==> config.mk <==
export PLATFORM = sky130hd
export DESIGN_NAME = priority_aging_job_scheduler
export DESIGN_NICKNAME = d
export VERILOG_FILES = /design/src/rtl/core/paj_pkg.sv /design/src/rtl/core/paj_ctrl.sv /design/src/rtl/core/paj_datapath.sv /design/src/rtl/core/priority_aging_job_scheduler.sv
export VERILOG_INCLUDE_DIRS = /design/src /design/src/rtl/core
export SDC_FILE = /design/constraint.sdc
export NUM_CORES = 2
export LEC_CHECK = 0
export BUFFER_PORTS_ARGS = -buffer_cell sky130_fd_sc_hd__buf_4
export CORE_MARGIN = 4
export CORE_UTILIZATION = 40
export CTS_CLUSTER_DIAMETER = 200
export DETAILED_ROUTE_END_ITERATION = 8
export PLACE_DENSITY = 0.57
export SYNTH_ARGS = -nofsm -noshare
export SYNTH_HDL_FRONTEND = slang
export SYNTH_SLANG_ARGS = --single-unit
==> constraint.sdc <==
create_clock -name clk_i -period 12.57 [get_ports clk_i]
set_input_delay 3.1425 -clock clk_i [delete_from_list [all_inputs] [get_ports clk_i]]
set_output_delay 3.1425 -clock clk_i [all_outputs]
set_load 0.005 [all_outputs]
==> src/rtl/core/priority_aging_job_scheduler_defines.svh <==
// ----------------------------------------------------------------------------
// Assertion macros for the scheduler
// Shared concurrent assertion forms, clocked on clk_i and off during reset.
// ----------------------------------------------------------------------------
`ifndef PRIORITY_AGING_JOB_SCHEDULER_DEFINES_SVH
`define PRIORITY_AGING_JOB_SCHEDULER_DEFINES_SVH

// The property must hold at every clock edge outside reset.
`define PAJ_ASSERT(lbl, prop, msg) \
  lbl: assert property (@(posedge clk_i) disable iff (!rst_ni) (prop)) else $error(msg);

// The expression must never be true outside reset.
`define PAJ_ASSERT_NEVER(lbl, expr, msg) \
  lbl: assert property (@(posedge clk_i) disable iff (!rst_ni) !(expr)) else $error(msg);

`endif

==> src/rtl/core/paj_pkg.sv <==
// ----------------------------------------------------------------------------
// Scheduler package
// Widths, codes, the slot row layout and the control and status bundles.
// ----------------------------------------------------------------------------
`timescale 1ns / 1ps

package paj_pkg;

  localparam int SLOTS   = 16;
  localparam int IDX_W   = $clog2(SLOTS);
  localparam int TAG_W   = 16;
  localparam int TIME_W  = 24;
  localparam int BURST_W = 14;
  localparam int PRIO_W  = 7;
  localparam int STAT_W  = 2;

  localparam int CFG_IDX_W  = 2;
  localparam int CFG_DATA_W = 7;

  localparam logic [TIME_W-1:0] TIME_MAX = '1;

  localparam logic [CFG_IDX_W-1:0] CFG_MODE   = 2'd0;
  localparam logic [CFG_IDX_W-1:0] CFG_THRESH = 2'd1;
  localparam logic [CFG_IDX_W-1:0] CFG_STEP   = 2'd2;

  localparam logic [PRIO_W-1:0] THRESH_RST = 7'd5;
  localparam logic [PRIO_W-1:0] STEP_RST   = 7'd1;

  localparam logic MODE_PRIO = 1'b0;
  localparam logic MODE_SRTF = 1'b1;

  localparam logic OP_ADD  = 1'b0;
  localparam logic OP_TICK = 1'b1;

  localparam logic [STAT_W-1:0] STAT_ADDED  = 2'd0;
  localparam logic [STAT_W-1:0] STAT_FULL   = 2'd1;
  localparam logic [STAT_W-1:0] STAT_SERVED = 2'd2;
  localparam logic [STAT_W-1:0] STAT_IDLE   = 2'd3;

  typedef struct packed {
    logic [TAG_W-1:0]   tag;
    logic [TIME_W-1:0]  arrival;
    logic [BURST_W-1:0] burst;
    logic [BURST_W-1:0] remaining;
    logic [PRIO_W-1:0]  prio;
  } row_t;

  typedef struct packed {
    logic             accept;
    logic             add;
    logic             rd_en;
    logic [IDX_W-1:0] rd_idx;
    logic             fin1;
    logic             fin2;
    logic             fin3;
  } cmd_t;

  typedef struct packed {
    logic have;
  } sts_t;

endpackage

==> src/rtl/core/paj_ctrl.sv <==
// ----------------------------------------------------------------------------
// Scheduler controller
// Sequences the add, slot scan and finish steps of each accepted beat.
// ----------------------------------------------------------------------------
`timescale 1ns / 1ps
`include "priority_aging_job_scheduler_defines.svh"

module paj_ctrl (
  input  logic          clk_i,
  input  logic          rst_ni,
  input  logic          start_i,
  input  logic          opcode_i,
  input  paj_pkg::sts_t sts_i,
  output paj_pkg::cmd_t cmd_o,
  output logic          busy_o
);
  import paj_pkg::*;

  localparam logic [2:0] ST_IDLE  = 3'd0;
  localparam logic [2:0] ST_ADD   = 3'd1;
  localparam logic [2:0] ST_SCAN  = 3'd2;
  localparam logic [2:0] ST_DRAIN = 3'd3;
  localparam logic [2:0] ST_FIN1  = 3'd4;
  localparam logic [2:0] ST_FIN2  = 3'd5;
  localparam logic [2:0] ST_FIN3  = 3'd6;

  localparam logic [IDX_W-1:0] LAST_IDX = IDX_W'(SLOTS - 1);

  logic [2:0]       state_q, state_d;
  logic [IDX_W-1:0] cnt_q, cnt_d;
  logic             accept;

  assign accept = start_i && (state_q == ST_IDLE);
  assign busy_o = (state_q != ST_IDLE);

  always_comb begin
    state_d       = state_q;
    cnt_d         = cnt_q;
    cmd_o         = '0;
    cmd_o.rd_idx  = cnt_q;
    unique case (state_q)
      ST_IDLE: begin
        if (accept) begin
          cmd_o.accept = 1'b1;
          cnt_d        = '0;
          state_d      = (opcode_i == OP_ADD) ? ST_ADD : ST_SCAN;
        end
      end
      ST_ADD: begin
        cmd_o.add = 1'b1;
        state_d   = ST_IDLE;
      end
      ST_SCAN: begin
        cmd_o.rd_en = 1'b1;
        if (cnt_q == LAST_IDX) begin
          state_d = ST_DRAIN;
        end else begin
          cnt_d = cnt_q + 1'b1;
        end
      end
      ST_DRAIN: begin
        state_d = ST_FIN1;
      end
      ST_FIN1: begin
        cmd_o.fin1 = 1'b1;
        state_d    = sts_i.have ? ST_FIN2 : ST_IDLE;
      end
      ST_FIN2: begin
        cmd_o.fin2 = 1'b1;
        state_d    = ST_FIN3;
      end
      ST_FIN3: begin
        cmd_o.fin3 = 1'b1;
        state_d    = ST_IDLE;
      end
      default: begin
        state_d = ST_IDLE;
      end
    endcase
  end

  always_ff @(posedge clk_i or negedge rst_ni) begin
    if (!rst_ni) begin
      state_q <= ST_IDLE;
      cnt_q   <= '0;
    end else begin
      state_q <= state_d;
      cnt_q   <= cnt_d;
    end
  end

  `PAJ_ASSERT(a_busy_after_accept, accept |=> busy_o, "Controller not busy after an accepted beat.")
  `PAJ_ASSERT(a_scan_ends, (state_q == ST_SCAN) && (cnt_q == LAST_IDX) |=> (state_q == ST_DRAIN), "Scan did not end after the last slot.")
  `PAJ_ASSERT_NEVER(a_state_legal, state_q > ST_FIN3, "Controller reached an unused state.")

endmodule

==> src/rtl/core/paj_datapath.sv <==
// ----------------------------------------------------------------------------
// Scheduler datapath
// Holds the job table, time counter and settings; ages, selects and retires.
// ----------------------------------------------------------------------------
`timescale 1ns / 1ps
`include "priority_aging_job_scheduler_defines.svh"

module paj_datapath (
  input  logic                             clk_i,
  input  logic                             rst_ni,
  input  paj_pkg::cmd_t                    cmd_i,
  output paj_pkg::sts_t                    sts_o,
  input  logic                             cfg_we_i,
  input  logic [paj_pkg::CFG_IDX_W-1:0]    cfg_idx_i,
  input  logic [paj_pkg::CFG_DATA_W-1:0]   cfg_data_i,
  input  logic [paj_pkg::TAG_W-1:0]        job_tag_i,
  input  logic [paj_pkg::BURST_W-1:0]      burst_len_i,
  input  logic [paj_pkg::PRIO_W-1:0]       prio_level_i,
  output logic                             res_valid_o,
  output logic [paj_pkg::STAT_W-1:0]       status_o,
  output logic [paj_pkg::TAG_W-1:0]        served_tag_o,
  output logic                             finished_o,
  output logic [paj_pkg::TIME_W-1:0]       completion_time_o,
  output logic [paj_pkg::TIME_W-1:0]       turnaround_o,
  output logic [paj_pkg::TIME_W-1:0]       wait_time_o
);
  import paj_pkg::*;

  logic              mode_q;
  logic [PRIO_W-1:0] thr_q, step_q;

  logic [TIME_W-1:0]  now_q, now_inc;
  logic [SLOTS-1:0]   valid_q;
  row_t               mem_q [SLOTS];
  row_t               rd_q;

  logic [TAG_W-1:0]   tag_in_q;
  logic [BURST_W-1:0] burst_in_q;
  logic [PRIO_W-1:0]  prio_in_q;

  logic               ev_q;
  logic [IDX_W-1:0]   ev_idx_q;
  logic               have_q;
  logic [BURST_W-1:0] best_q;
  logic [IDX_W-1:0]   pick_idx_q;
  row_t               pick_q;

  logic [BURST_W-1:0] rem_new_q;
  logic               done_q;
  logic [TIME_W-1:0]  turn_q;

  logic               res_valid_q;
  logic [STAT_W-1:0]  status_q;
  logic [TAG_W-1:0]   served_tag_q;
  logic               finished_q;
  logic [TIME_W-1:0]  ctime_q, turn_out_q, wait_out_q;

  logic [IDX_W-1:0]   free_idx;
  logic               full;
  logic               ev_vld, age_hit, take;
  logic [TIME_W-1:0]  elapsed;
  logic [PRIO_W-1:0]  aged_prio, new_prio;
  logic [BURST_W-1:0] key;
  row_t               ev_row;
  logic               mem_we;
  logic [IDX_W-1:0]   mem_wa;
  row_t               mem_wd;

  assign sts_o.have = have_q;
  assign now_inc    = (now_q == TIME_MAX) ? now_q : now_q + 1'b1;

  always_comb begin
    free_idx = '0;
    full     = 1'b1;
    for (int i = SLOTS - 1; i >= 0; i--) begin
      if (!valid_q[i]) begin
        free_idx = IDX_W'(i);
        full     = 1'b0;
      end
    end
  end

  always_comb begin
    elapsed   = now_q - rd_q.arrival;
    ev_vld    = ev_q && valid_q[ev_idx_q];
    age_hit   = (mode_q == MODE_PRIO) && (now_q >= rd_q.arrival) &&
                (elapsed > TIME_W'(thr_q));
    aged_prio = (rd_q.prio > step_q) ? rd_q.prio - step_q : '0;
    new_prio  = age_hit ? aged_prio : rd_q.prio;
    key       = (mode_q == MODE_SRTF) ? rd_q.remaining : BURST_W'(new_prio);
    take      = ev_vld && (!have_q || (key < best_q));
    ev_row      = rd_q;
    ev_row.prio = new_prio;
  end

  always_comb begin
    mem_we = 1'b0;
    mem_wa = ev_idx_q;
    mem_wd = ev_row;
    if (cmd_i.add) begin
      mem_we           = !full;
      mem_wa           = free_idx;
      mem_wd.tag       = tag_in_q;
      mem_wd.arrival   = now_q;
      mem_wd.burst     = burst_in_q;
      mem_wd.remaining = burst_in_q;
      mem_wd.prio      = prio_in_q;
    end else if (cmd_i.fin2) begin
      mem_we           = 1'b1;
      mem_wa           = pick_idx_q;
      mem_wd           = pick_q;
      mem_wd.remaining = rem_new_q;
    end else if (ev_vld && age_hit) begin
      mem_we = 1'b1;
    end
  end

  always_ff @(posedge clk_i) begin
    if (mem_we) begin
      mem_q[mem_wa] <= mem_wd;
    end
    if (cmd_i.rd_en) begin
      rd_q <= mem_q[cmd_i.rd_idx];
    end
  end

  always_ff @(posedge clk_i or negedge rst_ni) begin
    if (!rst_ni) begin
      mode_q <= MODE_PRIO;
      thr_q  <= THRESH_RST;
      step_q <= STEP_RST;
    end else if (cfg_we_i) begin
      unique case (cfg_idx_i)
        CFG_MODE:   mode_q <= cfg_data_i[0];
        CFG_THRESH: thr_q  <= cfg_data_i;
        CFG_STEP:   step_q <= cfg_data_i;
        default: ;
      endcase
    end
  end

  always_ff @(posedge clk_i) begin
    if (cmd_i.accept) begin
      tag_in_q   <= job_tag_i;
      burst_in_q <= burst_len_i;
      prio_in_q  <= prio_level_i;
    end
    if (take) begin
      best_q     <= key;
      pick_idx_q <= ev_idx_q;
      pick_q     <= ev_row;
    end
    if (cmd_i.fin1) begin
      rem_new_q <= (pick_q.remaining == '0) ? '0 : pick_q.remaining - 1'b1;
    end
    if (cmd_i.fin2) begin
      done_q <= (rem_new_q == '0);
      turn_q <= (now_q >= pick_q.arrival) ? now_q - pick_q.arrival : '0;
    end
    ev_idx_q <= cmd_i.rd_idx;
  end

  always_ff @(posedge clk_i or negedge rst_ni) begin
    if (!rst_ni) begin
      now_q   <= '0;
      valid_q <= '0;
      ev_q    <= 1'b0;
      have_q  <= 1'b0;
    end else begin
      ev_q <= cmd_i.rd_en;
      if (cmd_i.accept) begin
        have_q <= 1'b0;
      end else if (take) begin
        have_q <= 1'b1;
      end
      if (cmd_i.fin1) begin
        now_q <= now_inc;
      end
      if (cmd_i.add && !full) begin
        valid_q[free_idx] <= 1'b1;
      end
      if (cmd_i.fin2 && (rem_new_q == '0)) begin
        valid_q[pick_idx_q] <= 1'b0;
      end
    end
  end

  always_ff @(posedge clk_i or negedge rst_ni) begin
    if (!rst_ni) begin
      res_valid_q <= 1'b0;
    end else begin
      res_valid_q <= cmd_i.add || (cmd_i.fin1 && !have_q) || cmd_i.fin3;
    end
  end

  always_ff @(posedge clk_i) begin
    if (cmd_i.add || cmd_i.fin1 || cmd_i.fin3) begin
      status_q     <= STAT_IDLE;
      served_tag_q <= '0;
      finished_q   <= 1'b0;
      ctime_q      <= '0;
      turn_out_q   <= '0;
      wait_out_q   <= '0;
      if (cmd_i.add) begin
        status_q <= full ? STAT_FULL : STAT_ADDED;
      end else if (cmd_i.fin3) begin
        status_q     <= STAT_SERVED;
        served_tag_q <= pick_q.tag;
        finished_q   <= done_q;
        if (done_q) begin
          ctime_q    <= now_q;
          turn_out_q <= turn_q;
          wait_out_q <= (turn_q >= TIME_W'(pick_q.burst)) ?
                        turn_q - TIME_W'(pick_q.burst) : '0;
        end
      end
    end
  end

  assign res_valid_o       = res_valid_q;
  assign status_o          = status_q;
  assign served_tag_o      = served_tag_q;
  assign finished_o        = finished_q;
  assign completion_time_o = ctime_q;
  assign turnaround_o      = turn_out_q;
  assign wait_time_o       = wait_out_q;

  `PAJ_ASSERT(a_single_strobe, res_valid_q |=> !res_valid_q, "Result strobe lasted more than one cycle.")
  `PAJ_ASSERT(a_retire_frees, cmd_i.fin2 && (rem_new_q == '0) |=> !valid_q[pick_idx_q], "Finished job still holds its slot.")
  `PAJ_ASSERT(a_full_keeps, cmd_i.add && full |=> $stable(valid_q), "Add to a full table changed the slot map.")
  `PAJ_ASSERT_NEVER(a_fin_without_pick, cmd_i.fin2 && !have_q, "Finish step ran with no job picked.")

endmodule

==> src/rtl/core/priority_aging_job_scheduler.sv <==
// Add beat: the add state writes the slot and registers the strobe; busy is high in it.
// Tick beat: the controller reads one slot per cycle in the scan state, then drains and
// runs the finish steps; a tick that finds no job ends after the first finish step.
// One beat is in flight at a time; the next start is taken once busy drops.
// Results are strobed for one cycle and cannot be stalled by the receiver.
// Reset clears the time counter and slot map, restores default settings; no clearing pass.
// ----------------------------------------------------------------------------
// Priority aging job scheduler
// Job table with priority aging or shortest remaining work service per tick.
// ----------------------------------------------------------------------------
`timescale 1ns / 1ps

module priority_aging_job_scheduler (
  input  logic                           clk_i,
  input  logic                           rst_ni,
  input  logic                           start,
  output logic                           busy,
  input  logic                           opcode_i,
  input  logic [paj_pkg::TAG_W-1:0]      job_tag_i,
  input  logic [paj_pkg::BURST_W-1:0]    burst_len_i,
  input  logic [paj_pkg::PRIO_W-1:0]     prio_level_i,
  input  logic                           cfg_we_i,
  input  logic [paj_pkg::CFG_IDX_W-1:0]  cfg_idx_i,
  input  logic [paj_pkg::CFG_DATA_W-1:0] cfg_data_i,
  output logic                           res_valid_o,
  output logic [paj_pkg::STAT_W-1:0]     status_o,
  output logic [paj_pkg::TAG_W-1:0]      served_tag_o,
  output logic                           finished_o,
  output logic [paj_pkg::TIME_W-1:0]     completion_time_o,
  output logic [paj_pkg::TIME_W-1:0]     turnaround_o,
  output logic [paj_pkg::TIME_W-1:0]     wait_time_o
);
  import paj_pkg::*;

  cmd_t cmd;
  sts_t sts;

  paj_ctrl u_ctrl (
    .clk_i    (clk_i),
    .rst_ni   (rst_ni),
    .start_i  (start),
    .opcode_i (opcode_i),
    .sts_i    (sts),
    .cmd_o    (cmd),
    .busy_o   (busy)
  );

  paj_datapath u_datapath (
    .clk_i             (clk_i),
    .rst_ni            (rst_ni),
    .cmd_i             (cmd),
    .sts_o             (sts),
    .cfg_we_i          (cfg_we_i),
    .cfg_idx_i         (cfg_idx_i),
    .cfg_data_i        (cfg_data_i),
    .job_tag_i         (job_tag_i),
    .burst_len_i       (burst_len_i),
    .prio_level_i      (prio_level_i),
    .res_valid_o       (res_valid_o),
    .status_o          (status_o),
    .served_tag_o      (served_tag_o),
    .finished_o        (finished_o),
    .completion_time_o (completion_time_o),
    .turnaround_o      (turnaround_o),
    .wait_time_o       (wait_time_o)
  );

endmodule
* Yosys cells after proc, flatten, opt, wreduce, memory -nomap -nowiden *
Memories as Yosys holds them, arrays and structs flattened. A register that Yosys moved wholly into a read port is not among the register bits.
Index checks and enable logic that the tools add are counted.

cells by class
  bitwise operators = 8
  div/mod/pow operators = 0
  shift-type cells = 0
  multiply operators = 0
  multiplexer cells = 72
  reductions and logical operators = 34
  $add $sub $neg = 7
  equal/unequal tests = 13
  magnitude comparators = 11

operator list
  cell                                                                           count
  75-bit 2-to-1 mux                                                              2
  4-bit 2-to-1 mux                                                               20
  24-bit >= comparator                                                           2
  24-bit subtractor                                                              2
  1-bit 2-to-1 mux                                                               35
  16-bit 2-to-1 mux                                                              2
  14-bit zero test                                                               2
  24-bit by 1-bit adder with 24-bit output (second input constant)               1
  24-bit == test (second input constant)                                         1
  24-bit by 14-bit >= comparator with 1-bit output                               1
  24-bit by 7-bit greater-than comparator with 1-bit output                      1
  24-bit by 14-bit subtractor with 24-bit output                                 1
  16-bit bitwise AND                                                             1
  16-bit inverter                                                                1
  16-bit OR                                                                      1
  4-bit by 5-bit less-than comparator with 1-bit output (second input constant)  3
  3-bit case mux with 5 select lines                                             1
  14-bit less-than comparator                                                    1
  14-bit 2-to-1 mux                                                              1
  7-bit 2-to-1 mux                                                               2
  14-bit by 1-bit subtractor with 14-bit output (second input constant)          1
  1-bit logical AND                                                              11
  2-bit AND reduction                                                            5
  3-bit == test (second input constant)                                          3
  other kinds (27)                                                               44

word-level totals
  latch bits = 0
  memory bits (read-only) = 0
  RAM bits = 1200
  input bits = 51
  bits in registers = 329
  memories = 1

memories
  name              depth  bits a word  rd ports  clocked after Yosys merged registers in  write ports  RTL line            RTL
  u_datapath.mem_q  16     75           1         1                                        1            paj_datapath.sv:34  row_t mem_q [SLOTS];

* Depth between registers and ports, before layout *
  depth in word-level cells = 24
  mapped depth = 26
  depth with buffers taken out = 26

* Hierarchy *
From an unflattened synthesis, not the netlist that was laid out.

second synthesis, totals
  cells, all modules = 3459
  area, all modules = 65668.0 µm²

modules (own cells, without submodules)
  module        instances  seq. area each (µm²)  cells an instance  area each (µm²)
  paj_datapath  1          47629.4               3411               65202.5
  paj_ctrl      1          175.2                 48                 465.4

* Least setup slack after synthesis *
No wires, ideal clock.

  path kind = register -> register
  from = register u_datapath.now_q[0]
  to = memory u_datapath.mem_q[11][0] (netlist bit) (enable)
  path buffers = 0
  clock period less this slack = 11.059 ns
  path slack = 1.511 ns
  arrival = 10.367 ns
  library setup time = 0.693 ns
  stages on the path, launching flop included = 19
  cells stage by stage = dfrtp_1 > inv_1 > ha_1 > fa_1 > nor2b_1 > or2_2 > a21oi_1 > xnor2_1 > ha_1 > nand4_1 > a21oi_1 > nor4_1 > o211ai_1 > nor4_1 > nand4_1 > nor4_2 > a211oi_4 > a311oi_4 > nor4_1

between the ends
  cells in the longest elaborated chain, start to end = 9

RTL lines
  what                                                                                                   RTL line                                RTL
  start, declared                                                                                        paj_datapath.sv:32                      logic [TIME_W-1:0] now_q, now_inc;
  start signal, assigned                                                                                 paj_datapath.sv:177                     now_q <= now_inc;
  24-bit subtractor / 24-bit >= comparator (equally long branches)                                       paj_datapath.sv:84, paj_datapath.sv:86
  24-bit by 7-bit greater-than comparator with 1-bit output / 1-bit logical AND (equally long branches)  paj_datapath.sv:87, paj_datapath.sv:86
  1-bit logical AND *                                                                                    paj_datapath.sv:86                      age_hit = (mode_q == MODE_PRIO) && (now_q >= rd_q.arrival) &&
  1-bit logical AND *                                                                                    paj_datapath.sv:113                     end else if (ev_vld && age_hit) begin
  1-bit 2-to-1 mux *                                                                                     paj_datapath.sv:113
  1-bit 2-to-1 mux *                                                                                     paj_datapath.sv:108                     end else if (cmd_i.fin2) begin
  1-bit 2-to-1 mux *                                                                                     paj_datapath.sv:100                     if (cmd_i.add) begin
  1-bit 2-to-1 mux *                                                                                     paj_datapath.sv:119                     if (mem_we) begin
  1-bit 2-to-1 mux (implied by the code) *                                                               paj_datapath.sv:120                     mem_q[mem_wa] <= mem_wd;
  end, declared                                                                                          paj_datapath.sv:34

Mark *: on every way between the ends. The rest lies on a longest branch, timed or not.

* Worst setup path after layout *
  from = register u_datapath.now_q[0]
  to = register u_datapath.pick_q[59] (netlist bit) (enable)

between the ends
  cells in the longest elaborated chain, start to end = 8

RTL lines
  what                                                                                                   RTL line                                RTL
  24-bit subtractor / 24-bit >= comparator (equally long branches)                                       paj_datapath.sv:84, paj_datapath.sv:86
  24-bit by 7-bit greater-than comparator with 1-bit output / 1-bit logical AND (equally long branches)  paj_datapath.sv:87, paj_datapath.sv:86
  1-bit logical AND *                                                                                    paj_datapath.sv:86
  7-bit 2-to-1 mux *                                                                                     paj_datapath.sv:89                      new_prio = age_hit ? aged_prio : rd_q.prio;
  14-bit 2-to-1 mux *                                                                                    paj_datapath.sv:90                      key = (mode_q == MODE_SRTF) ? rd_q.remaining : BURST_W'(new_prio);
  via u_datapath.key[6]                                                                                  paj_datapath.sv:63                      logic [BURST_W-1:0] key;
  14-bit less-than comparator *                                                                          paj_datapath.sv:91                      take = ev_vld && (!have_q || (key < best_q));
  1-bit logical OR *                                                                                     paj_datapath.sv:91
  1-bit logical AND *                                                                                    paj_datapath.sv:91
  via u_datapath.take                                                                                    paj_datapath.sv:60                      logic ev_vld, age_hit, take;
  end signal, assigned                                                                                   paj_datapath.sv:151                     pick_q <= ev_row;
  end, declared                                                                                          paj_datapath.sv:46                      row_t pick_q;

The timed path passes the listed nets; every way through them passes the cells marked *.
A chain may end at the register's enable or synchronous reset.

==> flow_metrics.py <==
metrics = {
    "worst_setup_path": {
        "start_kind": "flop",
        "crit_fanout": 51,
        "cp.arrival_ps": 8020,
        "cpPeakStageDelay_ps": 820,
        "crit_required_ps": 12970,
        "cp-end-kind": "flop",
        "cp-startpoint": "u_datapath.now_q[0]",
        "crit-reg2reg-launch": "u_datapath.now_q[0]",
        "critPathKind": "flop to flop",
        "cp_slowest_cell": "buf_4",
    },
    "yosys": {
        "synth_area_mm2": 0.0664,
        "ys_types": 74,
        "synth.avg_cell_area_um2": 16.3,
        "async_reset_ff_share_pct": 4.05,
        "synth_ff_type": "edfxtp_1",
        "seq_area_frac_synth_pct": 72.0,
        "synth-seq-cells": 1604,
        "syn_inst": 4070,
        "yosysWarnings": 0,
        "synth_edf_count": 1535,
        "synth_nets": 4217,
    },
    "clocking": {
        "clock_latency_ps": 790,
        "cts-resized-gates": 0,
        "cts_setup_buffers": 0,
        "cts_buffer_depth": 3,
        "cts_tree": "done",
        "cts_made_buffers": 161,
        "hold_buffers": 0,
        "h-tree-depth": 4,
        "cts-root-buf": "clkbuf_16",
        "clk_transition_reported_paths_ps": 60,
        "cts_sinks": 1604,
    },
    "sta": {
        "hold_viol_final": 0,
        "max_slew.worst_pin.slew_ps": 1420,
        "skew_ps": 22.6,
        "fin_ws_ps": 4950,
        "fmax_mhz": 131,
        "setup_violations": 0,
        "hold_ws_ps": 438,
        "relSlewSlack_pct": 5.55,
        "period_minus_slack_ps": 7620,
        "fin_crit_sh_pct": 60.6,
        "rsz0062_at_grt": "false",
        "fin_setup_tns_ps": 0,
        "slew_viol_final": 0,
    },
    "placed_design": {
        "gp_congestion": 0.864,
        "dpl.cell_count": 6308,
        "dp_hpwl_mm": 104,
        "place_ws_ps": 4860,
        "portBuffers": 143,
    },
    "route": {
        "dr.pass1.iters": 8,
        "wl_mm": 171,
        "first_iter_violations": 3660,
        "drc": 0,
        "detail-route-antenna-nets": 0,
        "dr_total_vias": 36877,
        "wl_per_cell_um": 25.9,
        "drt-vias-per-instance": 5.58,
    },
    "cells_and_area": {
        "instances_no_fill": 6606,
        "final_cell_mix": "edfxtp_1, mux2i_1, a21oi_1",
        "synthToLayoutAreaGrowth_pct": 13.8,
        "nets": 4429,
        "fin_util_pct": 45.8,
        "final_common_cell": "edfxtp_1",
        "drive_above_1_share_pct": 17.6,
    },
    "die": {
        "initial_utilization_pct": 40.3,
        "ios": 144,
        "die_h_um": 415,
        "fp.dieArea_mm2": 0.173,
        "core_area_mm2": 0.165,
        "fp-row-count": 149,
        "die_w_um": 415,
    },
    "pwr": {
        "p_sw_share_pct": 33.4,
        "ir_worst_vdd_uv": 180,
        "p_clk_share_pct": 25.6,
        "p_leak_nw": 25.9,
        "pwr-share-comb_pct": 29.5,
        "power_frac_seq_pct": 44.9,
        "pwr_density_cell_mw_per_mm2": 243,
        "internal_power_mw": 12.2,
        "power_switching_mw": 6.13,
    },
    "min_path": {
        "hold_path_startpoint": "u_datapath.ev_row[60]",
        "min_path_type": "flop to flop",
    },
    "status": {
        "status": "finished, final reports clean",
    },
    "global_routing": {
        "grt_pass1_wl_mm": 251,
        "track_usage_pct": 19.5,
        "antenna_found_initial": 8,
        "grt.overflow.total": 0,
        "grt_max_degree": 109,
        "grt_pass1_vias": 36713,
    },
    "flow_run": {
        "drv_cap": 0,
    },
}
## per-stage QoR
stage	power, mW	area, µm²
after floorplan	11.6	66400
after global placement	13.7	70400
after detailed placement	13.8	70400
after CTS	18.5	75600
after global routing	19.3	75600
final	18.4	75600
## kinds of logic after synthesis
logic type                 share of synthesized area [%]
xor gates and xnor gates                           0.910
AOI/OAI and AO/OA                                   7.39
and+or+nand+nor                                     4.83
muxes                                               11.1
adders and majority gates                           1.85
buffers and inverters                               1.92
DFF                                                 72.0
## power by group through the flow
stage / Combinational (mW) / Sequential, mW / Clock [mW]
after floorplan: 3.41 / 8.15 / 0
after global placement: 5.38 / 8.33 / 0
after detailed placement: 5.43 / 8.35 / 0
after CTS: 5.44 / 8.24 / 4.82
after global routing: 5.90 / 8.32 / 5.03
final: 5.41 / 8.25 / 4.71
## path summary, 6_finish.rpt
check                                        end  slack, ps  cells after the start
max reg2reg                u_datapath.pick_q[59]       4950                     28
min in group asynchronous   u_datapath.now_q[23]       2210                      1
max in group asynchronous      u_ctrl.state_q[2]       9230                      2
max                        u_datapath.pick_q[59]       4950                     28
min reg2reg                u_datapath.pick_q[60]        440                      0
min                        u_datapath.pick_q[60]        440                      0
## synth_stat cells (all sizes together), types with 44 or more instances
master	number	area [µm²]
a221oi	76	666
o21ai	198	998
mux2	97	1090
buf	50	210
mux2i	280	2800
a21oi	265	1340
inv	144	541
a22oi	76	571
mux4	155	3490
and3	66	413
edfxtp	1535	46100
nor2	161	604
ha	92	1150
nor3	53	275
dfrtp	62	1550
nand2	168	631
clkbuf	139	522
xnor2	44	385
## per-layer routing
| layer | routed length (µm) | global-route usage, % | vias to the layer above | share of wire [%] |
|---|---|---|---|---|
| li1 | - | - | 16476 | - |
| met1 | 75300 | 27.4 | 18987 | 44 |
| met2 | 81000 | 31.5 | 1204 | 47 |
| met3 | 11100 | 3.72 | 210 | 6.5 |
| met4 | 3590 | 4.97 | 0 | 2.1 |
| met5 | 0 | 0 | - | 0 |
## critical path: cells and delay by family (launching register included)
kind | cells | cell delay, ps
AO/OA/AOI/OAI | 10 | 1690
XOR/XNOR | 1 | 140
flip-flops | 1 | 400
multiplexers | 2 | 510
adder cells (fa/ha/maj) | 4 | 1130
AND/OR/NAND/NOR | 8 | 1830
buffers and inverters | 3 | 1430
## sequential cells by signal, summed over array words and instances (netlist names), 3 cells and up
register / flops
u_datapath.pick_q: 75
u_datapath.tag_in_q: 16
u_datapath.thr_q: 7
u_datapath.pick_idx_q: 4
u_datapath.mem_q: 1200
u_datapath.rd_q: 7
u_datapath.ev_idx_q: 4
u_datapath.turn_q: 24
u_datapath.rem_new_q: 14
u_datapath.wait_time_o: 24
u_ctrl.state_q: 3
u_datapath.turnaround_o: 24
u_datapath.step_q: 7
u_datapath.best_q: 14
u_datapath.completion_time_o: 24
u_datapath.now_q: 24
u_datapath.valid_q: 16
u_datapath.burst_in_q: 14
u_datapath.ev_row: 68
u_datapath.prio_in_q: 7
u_ctrl.cnt_q: 4
u_datapath.served_tag_o: 16
## final cells by class
class	count	area, µm²
Inverter	145	547
Antenna cell	1	2.50
Clock inverter	92	845
Clock buffer	205	4320
Timing Repair Buffer	238	1810
Multi-Input combinational cell	2132	17500
Sequential cell	1604	47800
Fill cell	14199	89400
Tap cell	2189	2740
No activity file was read; power rests on OpenSTA's default activity.
